--- config.mk ---
export PLATFORM = sky130hd
export DESIGN_NAME = incremental_pid_with_remainder_flat
export DESIGN_NICKNAME = d
export VERILOG_FILES = /design/src/hw/rtl/ipid_pkg.sv /design/src/hw/rtl/ipid_in_if.sv /design/src/hw/rtl/ipid_out_if.sv /design/src/hw/rtl/ipid_sdiv.sv /design/src/hw/rtl/ipid_seq.sv /design/src/hw/rtl/incremental_pid_with_remainder.sv /design/src/flat_wrapper.sv
export SDC_FILE = /design/constraint.sdc
export NUM_CORES = 2
export LEC_CHECK = 0
export BUFFER_PORTS_ARGS = -buffer_cell sky130_fd_sc_hd__buf_2
export CAP_MARGIN = 20
export CORE_ASPECT_RATIO = 0.8
export CORE_MARGIN = 5
export CORE_UTILIZATION = 50
export CTS_CLUSTER_SIZE = 40
export DETAILED_ROUTE_END_ITERATION = 8
export PLACE_DENSITY = 0.66
export SLEW_MARGIN = 20
export SYNTH_ARGS = -nofsm -noshare
export SYNTH_HDL_FRONTEND = slang
export SYNTH_SLANG_ARGS = --single-unit
--- constraint.sdc ---
create_clock -name i_clk -period 20.2 [get_ports i_clk]
set_input_delay 1.01 -clock i_clk [delete_from_list [all_inputs] [get_ports i_clk]]
set_output_delay 1.01 -clock i_clk [all_outputs]
set_load 0.005 [all_outputs]
--- src/hw/rtl/ipid_pkg.sv ---
// shared types and constants of the incremental pid controller
`default_nettype none

package ipid_pkg;

    // fixed widths of the configuration registers and state
    localparam int GAIN_W     = 16;
    localparam int BASE_W     = 16;
    localparam int LIM_W      = 32;
    localparam int REM_W      = BASE_W + 1;
    localparam int CFG_IDX_W  = 3;
    localparam int CFG_DATA_W = 32;

    // reset values of the configuration registers
    localparam logic [BASE_W-1:0] BASE_RESET    = BASE_W'(1);
    localparam logic [LIM_W-1:0]  OUT_MIN_RESET = {1'b1, {(LIM_W-1){1'b0}}};
    localparam logic [LIM_W-1:0]  OUT_MAX_RESET = {1'b0, {(LIM_W-1){1'b1}}};

    // configuration register indexes
    typedef enum logic [CFG_IDX_W-1:0] {
        REG_GAIN_PROP     = 3'd0,
        REG_GAIN_INTEGRAL = 3'd1,
        REG_GAIN_DERIV    = 3'd2,
        REG_SCALE_BASE    = 3'd3,
        REG_OUT_MIN       = 3'd4,
        REG_OUT_MAX       = 3'd5
    } t_reg_idx;

    // clamp status reported with each result
    typedef enum logic [1:0] {
        CS_NONE = 2'd0,
        CS_MIN  = 2'd1,
        CS_MAX  = 2'd2
    } t_clamp;

    // multiplier operand selection
    typedef enum logic [1:0] {
        MS_PROP = 2'd0,
        MS_INT  = 2'd1,
        MS_DER  = 2'd2
    } t_mul_sel;

    // sequencer states
    typedef enum logic [3:0] {
        S_IDLE,
        S_MUL0,
        S_MUL1,
        S_MUL2,
        S_ACC,
        S_DIV_GO,
        S_DIV_WAIT,
        S_SUM,
        S_FIN
    } t_state;

    // controls from the sequencer to the datapath
    typedef struct packed {
        logic     in_ready;
        logic     cap;
        logic     mul_en;
        t_mul_sel mul_sel;
        logic     acc_init;
        logic     acc_add;
        logic     div_start;
        logic     sum_en;
        logic     commit;
    } t_seq_ctl;

    // status from the datapath to the sequencer
    typedef struct packed {
        logic in_valid;
        logic in_clear;
        logic div_done;
        logic slot_free;
    } t_seq_sts;

endpackage

`default_nettype wire

--- src/hw/rtl/ipid_in_if.sv ---
// error sample channel: valid/ready handshake with the sample and clear bit
`default_nettype none

interface ipid_in_if #(
    parameter int ERR_WIDTH = 16
);
    logic                        valid;
    logic                        ready;
    logic signed [ERR_WIDTH-1:0] err_sample;
    logic                        clear;

    modport source (output valid, output err_sample, output clear, input ready);
    modport sink   (input valid, input err_sample, input clear, output ready);
endinterface

`default_nettype wire

--- src/hw/rtl/ipid_out_if.sv ---
// drive result channel: valid/ready handshake with the output and clamp status
`default_nettype none

interface ipid_out_if #(
    parameter int OUT_WIDTH = 32
);
    logic                        valid;
    logic                        ready;
    logic signed [OUT_WIDTH-1:0] drive;
    logic [1:0]                  clamp_state;

    modport source (output valid, output drive, output clamp_state, input ready);
    modport sink   (input valid, input drive, input clamp_state, output ready);
endinterface

`default_nettype wire

--- src/hw/rtl/ipid_sdiv.sv ---
// serial signed divider: one quotient bit per cycle, truncation toward zero
`default_nettype none

module ipid_sdiv #(
    parameter int DIVIDEND_W = 35
) (
    input  wire logic                              i_clk,
    input  wire logic                              i_rst_n,
    input  wire logic                              i_start,
    input  wire logic signed [DIVIDEND_W-1:0]      i_dividend,
    input  wire logic [ipid_pkg::BASE_W-1:0]       i_divisor,
    output logic                                   o_done,
    output logic [DIVIDEND_W-1:0]                  o_quot_mag,
    output logic [ipid_pkg::BASE_W-1:0]            o_rem_mag,
    output logic                                   o_neg
);
    localparam int CNT_W = $clog2(DIVIDEND_W + 1);
    localparam int BW    = ipid_pkg::BASE_W;

    logic                  r_busy;
    logic                  r_done;
    logic [CNT_W-1:0]      r_cnt;
    logic [DIVIDEND_W-1:0] r_mag;
    logic [BW-1:0]         r_rem;
    logic [BW-1:0]         r_base;
    logic                  r_neg;

    logic [BW:0]           w_trial;
    logic                  w_ge;
    logic [BW:0]           w_diff;

    // trial subtract of the divisor from the shifted partial remainder
    always_comb begin
        w_trial = {r_rem, r_mag[DIVIDEND_W-1]};
        w_diff  = w_trial - {1'b0, r_base};
        w_ge    = (w_trial >= {1'b0, r_base});
    end

    // control: busy flag, step counter, done pulse
    always_ff @(posedge i_clk) begin
        if (!i_rst_n) begin
            r_busy <= 1'b0;
            r_done <= 1'b0;
            r_cnt  <= '0;
        end else begin
            r_done <= 1'b0;
            if (i_start) begin
                r_busy <= 1'b1;
                r_cnt  <= CNT_W'(DIVIDEND_W);
            end else if (r_busy) begin
                r_cnt <= r_cnt - CNT_W'(1);
                if (r_cnt == CNT_W'(1)) begin
                    r_busy <= 1'b0;
                    r_done <= 1'b1;
                end
            end
        end
    end

    // datapath: magnitude load, then shift in one quotient bit per step
    always_ff @(posedge i_clk) begin
        if (i_start) begin
            r_neg  <= i_dividend[DIVIDEND_W-1];
            r_mag  <= i_dividend[DIVIDEND_W-1] ? -i_dividend : i_dividend;
            r_rem  <= '0;
            r_base <= (i_divisor == '0) ? BW'(1) : i_divisor;
        end else if (r_busy) begin
            r_rem <= w_ge ? w_diff[BW-1:0] : w_trial[BW-1:0];
            r_mag <= {r_mag[DIVIDEND_W-2:0], w_ge};
        end
    end

    assign o_done     = r_done;
    assign o_quot_mag = r_mag;
    assign o_rem_mag  = r_rem;
    assign o_neg      = r_neg;

endmodule

`default_nettype wire

--- src/hw/rtl/ipid_seq.sv ---
// sequencer of the shared multiplier, the serial divider and the update step
`default_nettype none

module ipid_seq (
    input  wire logic               i_clk,
    input  wire logic               i_rst_n,
    input  wire ipid_pkg::t_seq_sts i_sts,
    output ipid_pkg::t_seq_ctl      o_ctl
);
    ipid_pkg::t_state r_state;
    ipid_pkg::t_state n_state;

    // state register
    always_ff @(posedge i_clk) begin
        if (!i_rst_n) begin
            r_state <= ipid_pkg::S_IDLE;
        end else begin
            r_state <= n_state;
        end
    end

    // next state
    always_comb begin
        n_state = r_state;
        unique case (r_state)
            ipid_pkg::S_IDLE: begin
                if (i_sts.in_valid) begin
                    n_state = i_sts.in_clear ? ipid_pkg::S_FIN : ipid_pkg::S_MUL0;
                end
            end
            ipid_pkg::S_MUL0:     n_state = ipid_pkg::S_MUL1;
            ipid_pkg::S_MUL1:     n_state = ipid_pkg::S_MUL2;
            ipid_pkg::S_MUL2:     n_state = ipid_pkg::S_ACC;
            ipid_pkg::S_ACC:      n_state = ipid_pkg::S_DIV_GO;
            ipid_pkg::S_DIV_GO:   n_state = ipid_pkg::S_DIV_WAIT;
            ipid_pkg::S_DIV_WAIT: begin
                if (i_sts.div_done) begin
                    n_state = ipid_pkg::S_SUM;
                end
            end
            ipid_pkg::S_SUM:      n_state = ipid_pkg::S_FIN;
            ipid_pkg::S_FIN: begin
                if (i_sts.slot_free) begin
                    n_state = ipid_pkg::S_IDLE;
                end
            end
            default:              n_state = ipid_pkg::S_IDLE;
        endcase
    end

    // outputs
    always_comb begin
        o_ctl         = '0;
        o_ctl.mul_sel = ipid_pkg::MS_PROP;
        unique case (r_state)
            ipid_pkg::S_IDLE: begin
                o_ctl.in_ready = 1'b1;
                o_ctl.cap      = i_sts.in_valid;
            end
            ipid_pkg::S_MUL0: begin
                o_ctl.mul_en   = 1'b1;
                o_ctl.mul_sel  = ipid_pkg::MS_PROP;
                o_ctl.acc_init = 1'b1;
            end
            ipid_pkg::S_MUL1: begin
                o_ctl.mul_en  = 1'b1;
                o_ctl.mul_sel = ipid_pkg::MS_INT;
                o_ctl.acc_add = 1'b1;
            end
            ipid_pkg::S_MUL2: begin
                o_ctl.mul_en  = 1'b1;
                o_ctl.mul_sel = ipid_pkg::MS_DER;
                o_ctl.acc_add = 1'b1;
            end
            ipid_pkg::S_ACC: begin
                o_ctl.acc_add = 1'b1;
            end
            ipid_pkg::S_DIV_GO: begin
                o_ctl.div_start = 1'b1;
            end
            ipid_pkg::S_DIV_WAIT: begin
            end
            ipid_pkg::S_SUM: begin
                o_ctl.sum_en = 1'b1;
            end
            ipid_pkg::S_FIN: begin
                o_ctl.commit = i_sts.slot_free;
            end
            default: begin
            end
        endcase
    end

endmodule

`default_nettype wire

--- src/hw/rtl/incremental_pid_with_remainder.sv ---
// top level of the incremental pid controller with carried division remainder
//
// Usage: error samples enter on i_err_chan (valid/ready), one result per
// transaction leaves on o_drv_chan (valid/ready). Gains, scale base and clamp
// limits are set through the write port i_cfg_we/i_cfg_idx/i_cfg_data while
// the block is idle; a write lands at the clock edge where i_cfg_we is high.
// A step transaction runs three multiplies on one shared 16-bit-gain
// multiplier, then a serial divider that resolves one quotient bit per
// cycle over ERR_WIDTH+19 bits, then an add and a clamp. A clear
// transaction skips the multiplies and the divider and goes straight to
// the clamp state, which writes its zero result into the output register
// once that register is free. The input is ready only between
// transactions, one transaction at a time, so a new sample is taken only
// after the previous one has been committed.
// If the receiver stalls, the finished result waits in the output register;
// a new sample is still taken, and its update waits at the end until the
// output register frees. Synchronous reset clears the controller state and
// restores the configuration defaults (gains 0, base 1, full-range limits).
`default_nettype none

module incremental_pid_with_remainder #(
    parameter int ERR_WIDTH = 16,
    parameter int OUT_WIDTH = 32
) (
    input  wire logic                                i_clk,
    input  wire logic                                i_rst_n,
    input  wire logic                                i_cfg_we,
    input  wire logic [ipid_pkg::CFG_IDX_W-1:0]      i_cfg_idx,
    input  wire logic [ipid_pkg::CFG_DATA_W-1:0]     i_cfg_data,
    ipid_in_if.sink                                  i_err_chan,
    ipid_out_if.source                               o_drv_chan
);
    localparam int GW     = ipid_pkg::GAIN_W;
    localparam int BW     = ipid_pkg::BASE_W;
    localparam int LW     = ipid_pkg::LIM_W;
    localparam int RW     = ipid_pkg::REM_W;
    localparam int DIFF_W = ERR_WIDTH + 2;
    localparam int PROD_W = DIFF_W + GW;
    localparam int ACC_W  = ERR_WIDTH + 19;
    localparam int SUM_W  = ((ACC_W > LW) ? ACC_W : LW) + 1;

    ipid_pkg::t_seq_ctl ctl;
    ipid_pkg::t_seq_sts sts;

    // configuration registers
    logic signed [GW-1:0]        r_gain_prop;
    logic signed [GW-1:0]        r_gain_integral;
    logic signed [GW-1:0]        r_gain_deriv;
    logic [BW-1:0]               r_scale_base;
    logic signed [LW-1:0]        r_out_min;
    logic signed [LW-1:0]        r_out_max;

    // controller state
    logic signed [RW-1:0]        r_carry_rem;
    logic signed [ERR_WIDTH-1:0] r_err_prev;
    logic signed [ERR_WIDTH-1:0] r_err_prev2;
    logic signed [LW-1:0]        r_held;

    // per-transaction working registers
    logic signed [ERR_WIDTH-1:0] r_e;
    logic                        r_clear;
    logic signed [DIFF_W-1:0]    r_d1;
    logic signed [DIFF_W-1:0]    r_d2;
    logic signed [PROD_W-1:0]    r_prod;
    logic signed [ACC_W-1:0]     r_acc;
    logic signed [SUM_W-1:0]     r_sum;
    logic signed [RW-1:0]        r_rem_new;

    // output register
    logic                        r_out_valid;
    logic signed [OUT_WIDTH-1:0] r_drive;
    ipid_pkg::t_clamp            r_cs;

    logic signed [GW-1:0]        w_gain;
    logic signed [DIFF_W-1:0]    w_opd;
    logic signed [PROD_W-1:0]    w_prod;
    logic                        w_div_done;
    logic [ACC_W-1:0]            w_qmag;
    logic [BW-1:0]               w_rmag;
    logic                        w_neg;
    logic [SUM_W-1:0]            w_qext;
    logic                        w_slot_free;
    logic signed [LW-1:0]        w_new_held;
    logic signed [RW-1:0]        w_new_rem;
    ipid_pkg::t_clamp            w_new_cs;

    // sequencer
    assign w_slot_free   = !r_out_valid || o_drv_chan.ready;
    assign sts.in_valid  = i_err_chan.valid;
    assign sts.in_clear  = i_err_chan.clear;
    assign sts.div_done  = w_div_done;
    assign sts.slot_free = w_slot_free;

    ipid_seq u_seq (
        .i_clk   (i_clk),
        .i_rst_n (i_rst_n),
        .i_sts   (sts),
        .o_ctl   (ctl)
    );

    assign i_err_chan.ready = ctl.in_ready;

    // configuration writes
    always_ff @(posedge i_clk) begin
        if (!i_rst_n) begin
            r_gain_prop     <= '0;
            r_gain_integral <= '0;
            r_gain_deriv    <= '0;
            r_scale_base    <= ipid_pkg::BASE_RESET;
            r_out_min       <= ipid_pkg::OUT_MIN_RESET;
            r_out_max       <= ipid_pkg::OUT_MAX_RESET;
        end else if (i_cfg_we) begin
            unique case (i_cfg_idx)
                ipid_pkg::REG_GAIN_PROP:     r_gain_prop     <= i_cfg_data[GW-1:0];
                ipid_pkg::REG_GAIN_INTEGRAL: r_gain_integral <= i_cfg_data[GW-1:0];
                ipid_pkg::REG_GAIN_DERIV:    r_gain_deriv    <= i_cfg_data[GW-1:0];
                ipid_pkg::REG_SCALE_BASE:    r_scale_base    <= i_cfg_data[BW-1:0];
                ipid_pkg::REG_OUT_MIN:       r_out_min       <= i_cfg_data[LW-1:0];
                ipid_pkg::REG_OUT_MAX:       r_out_max       <= i_cfg_data[LW-1:0];
                default: begin
                end
            endcase
        end
    end

    // capture the sample and form first and second differences
    always_ff @(posedge i_clk) begin
        if (ctl.cap) begin
            r_e     <= i_err_chan.err_sample;
            r_clear <= i_err_chan.clear;
            r_d1    <= DIFF_W'(i_err_chan.err_sample) - DIFF_W'(r_err_prev);
            r_d2    <= DIFF_W'(i_err_chan.err_sample) - (DIFF_W'(r_err_prev) <<< 1)
                       + DIFF_W'(r_err_prev2);
        end
    end

    // shared multiplier operand select
    always_comb begin
        case (ctl.mul_sel)
            ipid_pkg::MS_PROP: begin
                w_gain = r_gain_prop;
                w_opd  = r_d1;
            end
            ipid_pkg::MS_INT: begin
                w_gain = r_gain_integral;
                w_opd  = DIFF_W'(r_e);
            end
            ipid_pkg::MS_DER: begin
                w_gain = r_gain_deriv;
                w_opd  = r_d2;
            end
            default: begin
                w_gain = '0;
                w_opd  = '0;
            end
        endcase
        w_prod = PROD_W'(w_gain) * PROD_W'(w_opd);
    end

    // registered product and accumulator seeded with the carried remainder
    always_ff @(posedge i_clk) begin
        if (ctl.mul_en) begin
            r_prod <= w_prod;
        end
        if (ctl.acc_init) begin
            r_acc <= ACC_W'(r_carry_rem);
        end else if (ctl.acc_add) begin
            r_acc <= r_acc + ACC_W'(r_prod);
        end
    end

    // serial divider by the scale base
    ipid_sdiv #(
        .DIVIDEND_W (ACC_W)
    ) u_div (
        .i_clk      (i_clk),
        .i_rst_n    (i_rst_n),
        .i_start    (ctl.div_start),
        .i_dividend (r_acc),
        .i_divisor  (r_scale_base),
        .o_done     (w_div_done),
        .o_quot_mag (w_qmag),
        .o_rem_mag  (w_rmag),
        .o_neg      (w_neg)
    );

    // add the signed quotient to the held output, sign the remainder
    assign w_qext = SUM_W'(w_qmag);

    always_ff @(posedge i_clk) begin
        if (ctl.sum_en) begin
            r_sum     <= SUM_W'(r_held) + (w_neg ? ~w_qext : w_qext) + SUM_W'(w_neg);
            r_rem_new <= w_neg ? -RW'(w_rmag) : RW'(w_rmag);
        end
    end

    // clamp against the limits, lower limit tested first; a clear gives zero
    always_comb begin
        if (r_clear) begin
            w_new_held = '0;
            w_new_rem  = '0;
            w_new_cs   = ipid_pkg::CS_NONE;
        end else if (r_sum < SUM_W'(r_out_min)) begin
            w_new_held = r_out_min;
            w_new_rem  = '0;
            w_new_cs   = ipid_pkg::CS_MIN;
        end else if (r_sum > SUM_W'(r_out_max)) begin
            w_new_held = r_out_max;
            w_new_rem  = '0;
            w_new_cs   = ipid_pkg::CS_MAX;
        end else begin
            w_new_held = r_sum[LW-1:0];
            w_new_rem  = r_rem_new;
            w_new_cs   = ipid_pkg::CS_NONE;
        end
    end

    // state update on commit
    always_ff @(posedge i_clk) begin
        if (!i_rst_n) begin
            r_carry_rem <= '0;
            r_err_prev  <= '0;
            r_err_prev2 <= '0;
            r_held      <= '0;
        end else if (ctl.commit) begin
            r_carry_rem <= w_new_rem;
            r_held      <= w_new_held;
            r_err_prev  <= r_clear ? '0 : r_e;
            r_err_prev2 <= r_clear ? '0 : r_err_prev;
        end
    end

    // output register
    always_ff @(posedge i_clk) begin
        if (!i_rst_n) begin
            r_out_valid <= 1'b0;
        end else if (ctl.commit) begin
            r_out_valid <= 1'b1;
        end else if (o_drv_chan.ready) begin
            r_out_valid <= 1'b0;
        end
    end

    always_ff @(posedge i_clk) begin
        if (ctl.commit) begin
            r_drive <= OUT_WIDTH'(w_new_held);
            r_cs    <= w_new_cs;
        end
    end

    assign o_drv_chan.valid       = r_out_valid;
    assign o_drv_chan.drive       = r_drive;
    assign o_drv_chan.clamp_state = r_cs;

    // no second transaction is taken right after one is accepted
    a_busy_after_accept: assert property (@(posedge i_clk) disable iff (!i_rst_n)
        (i_err_chan.valid && i_err_chan.ready) |=> !i_err_chan.ready)
        else $error("input ready right after an accepted transaction");

    // a step with ordered limits leaves the held output inside them
    a_held_in_limits: assert property (@(posedge i_clk) disable iff (!i_rst_n)
        (ctl.commit && !r_clear && (r_out_min <= r_out_max))
        |=> (r_held >= r_out_min) && (r_held <= r_out_max))
        else $error("held output outside clamp limits");

    // a clamped result leaves no carried remainder
    a_clamp_clears_rem: assert property (@(posedge i_clk) disable iff (!i_rst_n)
        (o_drv_chan.valid && (o_drv_chan.clamp_state != ipid_pkg::CS_NONE))
        |-> (r_carry_rem == '0))
        else $error("remainder kept after clamp");

    // a clear zeroes the controller state
    a_clear_zeroes: assert property (@(posedge i_clk) disable iff (!i_rst_n)
        (ctl.commit && r_clear)
        |=> (r_held == '0) && (r_err_prev == '0) && (r_err_prev2 == '0))
        else $error("state not zero after clear");

endmodule

`default_nettype wire
--- src/flat_wrapper.sv ---
// flat-port wrapper written by rule: the top's interface ports become plain ports
module incremental_pid_with_remainder_flat 
#(
    parameter int ERR_WIDTH = 16,
    parameter int OUT_WIDTH = 32
)
  (i_clk, i_rst_n, i_cfg_we, i_cfg_idx, i_cfg_data, i_err_chan_valid, i_err_chan_err_sample, i_err_chan_clear, i_err_chan_ready, o_drv_chan_valid, o_drv_chan_drive, o_drv_chan_clamp_state, o_drv_chan_ready);
  ipid_in_if #(.ERR_WIDTH(ERR_WIDTH)) i_err_chan_i ();
  ipid_out_if #(.OUT_WIDTH(OUT_WIDTH)) o_drv_chan_i ();
  input  wire logic i_clk;
  input  wire logic i_rst_n;
  input  wire logic i_cfg_we;
  input  wire logic [ipid_pkg::CFG_IDX_W-1:0] i_cfg_idx;
  input  wire logic [ipid_pkg::CFG_DATA_W-1:0] i_cfg_data;
  input wire logic [$bits(i_err_chan_i.valid)-1:0] i_err_chan_valid;
  input wire logic [$bits(i_err_chan_i.err_sample)-1:0] i_err_chan_err_sample;
  input wire logic [$bits(i_err_chan_i.clear)-1:0] i_err_chan_clear;
  output wire logic [$bits(i_err_chan_i.ready)-1:0] i_err_chan_ready;
  output wire logic [$bits(o_drv_chan_i.valid)-1:0] o_drv_chan_valid;
  output wire logic [$bits(o_drv_chan_i.drive)-1:0] o_drv_chan_drive;
  output wire logic [$bits(o_drv_chan_i.clamp_state)-1:0] o_drv_chan_clamp_state;
  input wire logic [$bits(o_drv_chan_i.ready)-1:0] o_drv_chan_ready;
  assign i_err_chan_i.valid = i_err_chan_valid;
  assign i_err_chan_i.err_sample = i_err_chan_err_sample;
  assign i_err_chan_i.clear = i_err_chan_clear;
  assign i_err_chan_ready = i_err_chan_i.ready;
  assign o_drv_chan_valid = o_drv_chan_i.valid;
  assign o_drv_chan_drive = o_drv_chan_i.drive;
  assign o_drv_chan_clamp_state = o_drv_chan_i.clamp_state;
  assign o_drv_chan_i.ready = o_drv_chan_ready;
  incremental_pid_with_remainder #(.ERR_WIDTH(ERR_WIDTH), .OUT_WIDTH(OUT_WIDTH)) u_core (.i_clk(i_clk), .i_rst_n(i_rst_n), .i_cfg_we(i_cfg_we), .i_cfg_idx(i_cfg_idx), .i_cfg_data(i_cfg_data), .i_err_chan(i_err_chan_i), .o_drv_chan(o_drv_chan_i));
endmodule
==> flow_summary.yaml <==
logic_synthesis:
  syn_avg_cell_area_um2: 9.293
  ys_ff_latch: 498
  ys_warn_count: 0
  synth.distinct_cells: 70
  seq_area_frac_synth: 0.3249
  syn_nets: 4809
  synth_area_um2: 38700
  synthFlopType: "edfxtp_1"
  ys_async_sr_fraction: 0
  synthCells: 4164
  synth-edff-count: 260
placed_design:
  place_inst: 5147
  hpwl_um: 74800
  gp_congestion: 0.9055
  place_area_um2: 40150
  io_buffer_count: 92
  place_ws_ps: 11040
worst_setup_path:
  critical_path_depth: 23
  worstPathRequired_ps: 20530
  path_buf_inv: 4
  worst_path_max_delay_cell: "fa_1"
  critPathMaxStageDelay_ps: 940
  crit_path_start_kind: "flop"
  crit_end: "u_core.r_prod[33]$_DFFE_PP_"
  crit_start: "u_core.u_seq.r_state[1]$_SDFFE_PN0P_"
  crit_arrival_ps: 9610
  path_cells: "nor3b_2, buf_4, nor2_1, a21oi_1, nand2_1, fa_1, inv_1, fa_1, fa_1, fa_1, fa_1, inv_1, fa_1, inv_1, ha_1, a21o_1, a21o_1, a21o_1, a21o_1, a21oi_1, o21ai_0, o41ai_1, xnor2_1"
  r2r_start: "u_core.u_seq.r_state[1]$_SDFFE_PN0P_"
  r2r_end: "u_core.r_prod[33]$_DFFE_PP_"
  reg2reg_slack_ps: 10920
  end_kind: "flop"
  reg2regPathDepth: 23
  critPathTopFamily: "adder cells"
  timing.critical_path.fanout_max: 75
  path_common_cell: "fa_1"
  worstSetupPathType: "reg -> reg"
power:
  powerDensity_nw_per_um2: 102.4
  p_leak_nw: 18.24
  ir_drop_uv: 79.36
floorplan:
  core_um2: 76970
  chipHeight_um: 258.8
  rows: 91
  fp.dieW_um: 321.0
  io_pins: 93
  start_util: 0.5028
  die_area_um2: 83090
sta:
  slew_violations: 0
  layout_setup_ws_ps: 10920
  fin_setup_tns_ps: 0
  fin_crit_sh: 0.4596
  rsz0062_at_grt: "false"
  hold_viol: 0
  relSlewSlack: 0.2444
  period_needed_ps: 9283
  clock.fmax_mhz: 107.7
  setup_viol: 0
  worst_pin_slew_ps: 1129
  fin_skew_ps: 30.46
clocking:
  ctsHoldBuffers: 0
  root_buffer: "clkbuf_16"
  cts_buffer_depth: 3
  cts_tree: "yes"
  htreeDepth: 2
  worstSkewPairLatency_ps: 630
  post_cts_buffers: 0
  clock_sinks: 498
  numCtsBuffers: 52
  clk_pin_slew_ps: 70
  cts-resized-gates: 0
drt:
  wire_per_inst_um: 18.54
  drtPass1Iterations: 6
  routed_wl_um: 97230
  vias: 28771
  avgViaCountPerCell: 5.485
  drt_iter0_drc: 1986
  drc: 0
  ant_nets: 0
cells_and_area:
  seq_area_um2: 12570
  diodes: 0
  drive_above_1_share: 0.07058
  utilization: 0.5448
  instances_no_fill: 5245
  multiInputGateArea_um2: 23430
  area_growth_pct: 8.365
  layout.nets: 4824
  fillers: 6944
  design_area_um2: 41930
global_route:
  grt-ovfl-total: 0
  grtUsageTotal: 0.2341
  antenna_found_initial: 0
  grt_max_degree: 98
  grt_pass1_wl_um: 156600
  first_global_vias: 28196
job:
  drv_cap: 0
outcome:
  status: "complete, no violations"
worst_hold_path:
  hold_class: "reg -> reg"
==> area by class of cell <==
| class | instances | share of cell area |
|---|---|---|
| flip-flops and latches | 498 | 0.2998 |
| repair buffers | 131 | 0.01832 |
| clock buffers | 74 | 0.03694 |
| well taps | 1023 | 0.03052 |
| clock inverters | 23 | 0.004834 |
| inverters | 568 | 0.05084 |
| multi-input cells | 2928 | 0.5587 |
==> metrics by stage <==
| step | power, mW | hold slack, ps |
|---|---|---|
| after floorplan | 2.831 | 424.4 |
| after global placement | 3.300 | 441.2 |
| after detailed placement | 3.324 | 445.1 |
| after CTS | 4.317 | 441.4 |
| after global routing | 4.656 | 457.7 |
| final | 4.294 | 433.4 |
==> routing by layer <==
metal | global-route usage | vias up | wire length [um]
li1 | - | 13964 | -
met1 | 0.3386 | 13927 | 45580
met2 | 0.3689 | 735 | 43130
met3 | 0.04357 | 145 | 6316
met4 | 0.05306 | 0 | 2203
met5 | 0 | - | 0
==> sequential cells by signal, summed over array words and instances, names as in the netlist, 17 cells and up <==
name	flops
u_core.u_div.o_quot_mag	35
u_core.r_acc	35
u_core.r_out_min	32
u_core.r_sum	36
u_core.r_d1	17
u_core.r_prod	34
u_core.r_held	32
u_core.r_d2	18
u_core.r_out_max	32
u_core.r_rem_new	17
u_core.o_drv_chan.drive	32
u_core.r_carry_rem	17
==> Yosys cell counts (all sizes together) (5+ instances only) <==
cell	instances	area [um2]
a22o	19	166.4
a221oi	5	43.79
a21oi	204	1021
clkbuf	157	589.3
nand2	509	1911
nor4	13	108.9
o41ai	13	121.4
o21ai	187	935.9
ha	278	3478
edfxtp	260	7807
nand4	25	156.4
a21boi	102	765.7
a211oi	25	187.7
o21a	19	142.6
a21o	102	765.7
nand3	41	210.2
or3	22	152.6
a211o	6	52.55
or4	11	101.3
o31ai	23	186.4
o211ai	40	300.3
and2	14	87.58
nor3	65	325.3
or2	12	75.07
xor2	117	1025
inv	568	2132
nor3b	19	142.6
and3	18	112.6
a31oi	14	87.58
fa	310	6206
mux2i	67	670.6
nor2b	65	406.6
nor2	340	1276
nand2b	29	181.4
xnor2	105	919.6
buf	13	51.30
o21bai	20	150.1
a31o	5	43.79
mux2	35	394.1
dfxtp	238	4765
==> power by group <==
part / leakage (nW) / switching [mW] / internal [mW]
clock: 0.868 / 0.420 / 0.562
sequential: 4.32 / 0.0906 / 1.24
combinational: 13.1 / 1.19 / 0.792
==> worst reg2reg max path: cells and delay by family, from the launching register on <==
kind	cells	cell delay (ps)
buf+inv	4	900
simple gates	3	1180
fa+ha+maj	7	4110
flops	1	550
compound gates	8	2140
xor+xnor	1	120
==> worst min-delay path by stage <==
| stage | from | endpoint | slack [ps] | depth (start not counted) |
|---|---|---|---|---|
| 2_1_floorplan | u_core.r_acc[34]$_DFFE_PP_ | u_core.u_div.o_neg$_DFFE_PP_ | 420 | 0 |
| 3_3_place_gp | u_core.r_rem_new[3]$_DFFE_PN_ | u_core.r_carry_rem[3]$_SDFFE_PN0P_ | 440 | 1 |
| 3_5_place_dp | u_core.r_rem_new[13]$_DFFE_PN_ | u_core.r_carry_rem[13]$_SDFFE_PN0P_ | 450 | 1 |
| 4_1_cts | u_core.r_rem_new[0]$_DFFE_PN_ | u_core.r_carry_rem[0]$_SDFFE_PN0P_ | 440 | 1 |
| 5_1_grt | u_core.r_rem_new[0]$_DFFE_PN_ | u_core.r_carry_rem[0]$_SDFFE_PN0P_ | 460 | 1 |
| 6_report | u_core.r_rem_new[0]$_DFFE_PN_ | u_core.r_carry_rem[0]$_SDFFE_PN0P_ | 430 | 1 |
==> layout by cell type, fill, tap and decap left out, types with 28 or more instances in the layout <==
cell type    n
edfxtp_1   260
ha_1       278
nor2b_1     65
fa_1       310
buf_2       91
xnor2_1    105
xor2_1     117
o21ai_0    176
dfxtp_1    237
mux2_2      35
clkbuf_16   56
buf_4       39
nor3_1      64
a21boi_0   102
a21o_1     102
inv_1      568
nand3_1     40
nand2_1    509
nor2_1     336
nand2b_1    28
mux2i_1     66
o211ai_1    40
a21oi_1    201
==> kinds of logic (layout without fill, tap and decap cells) <==
family	after synthesis	count (layout)	synth area share
buf+inv	738	796	0.07165
compound gates	822	822	0.1375
mux	102	102	0.02752
fa+ha+maj	588	588	0.2503
flops	498	498	0.3249
simple gates	1194	1194	0.1380
xor+xnor	222	222	0.05025
(Power assumes the default switching activity.)
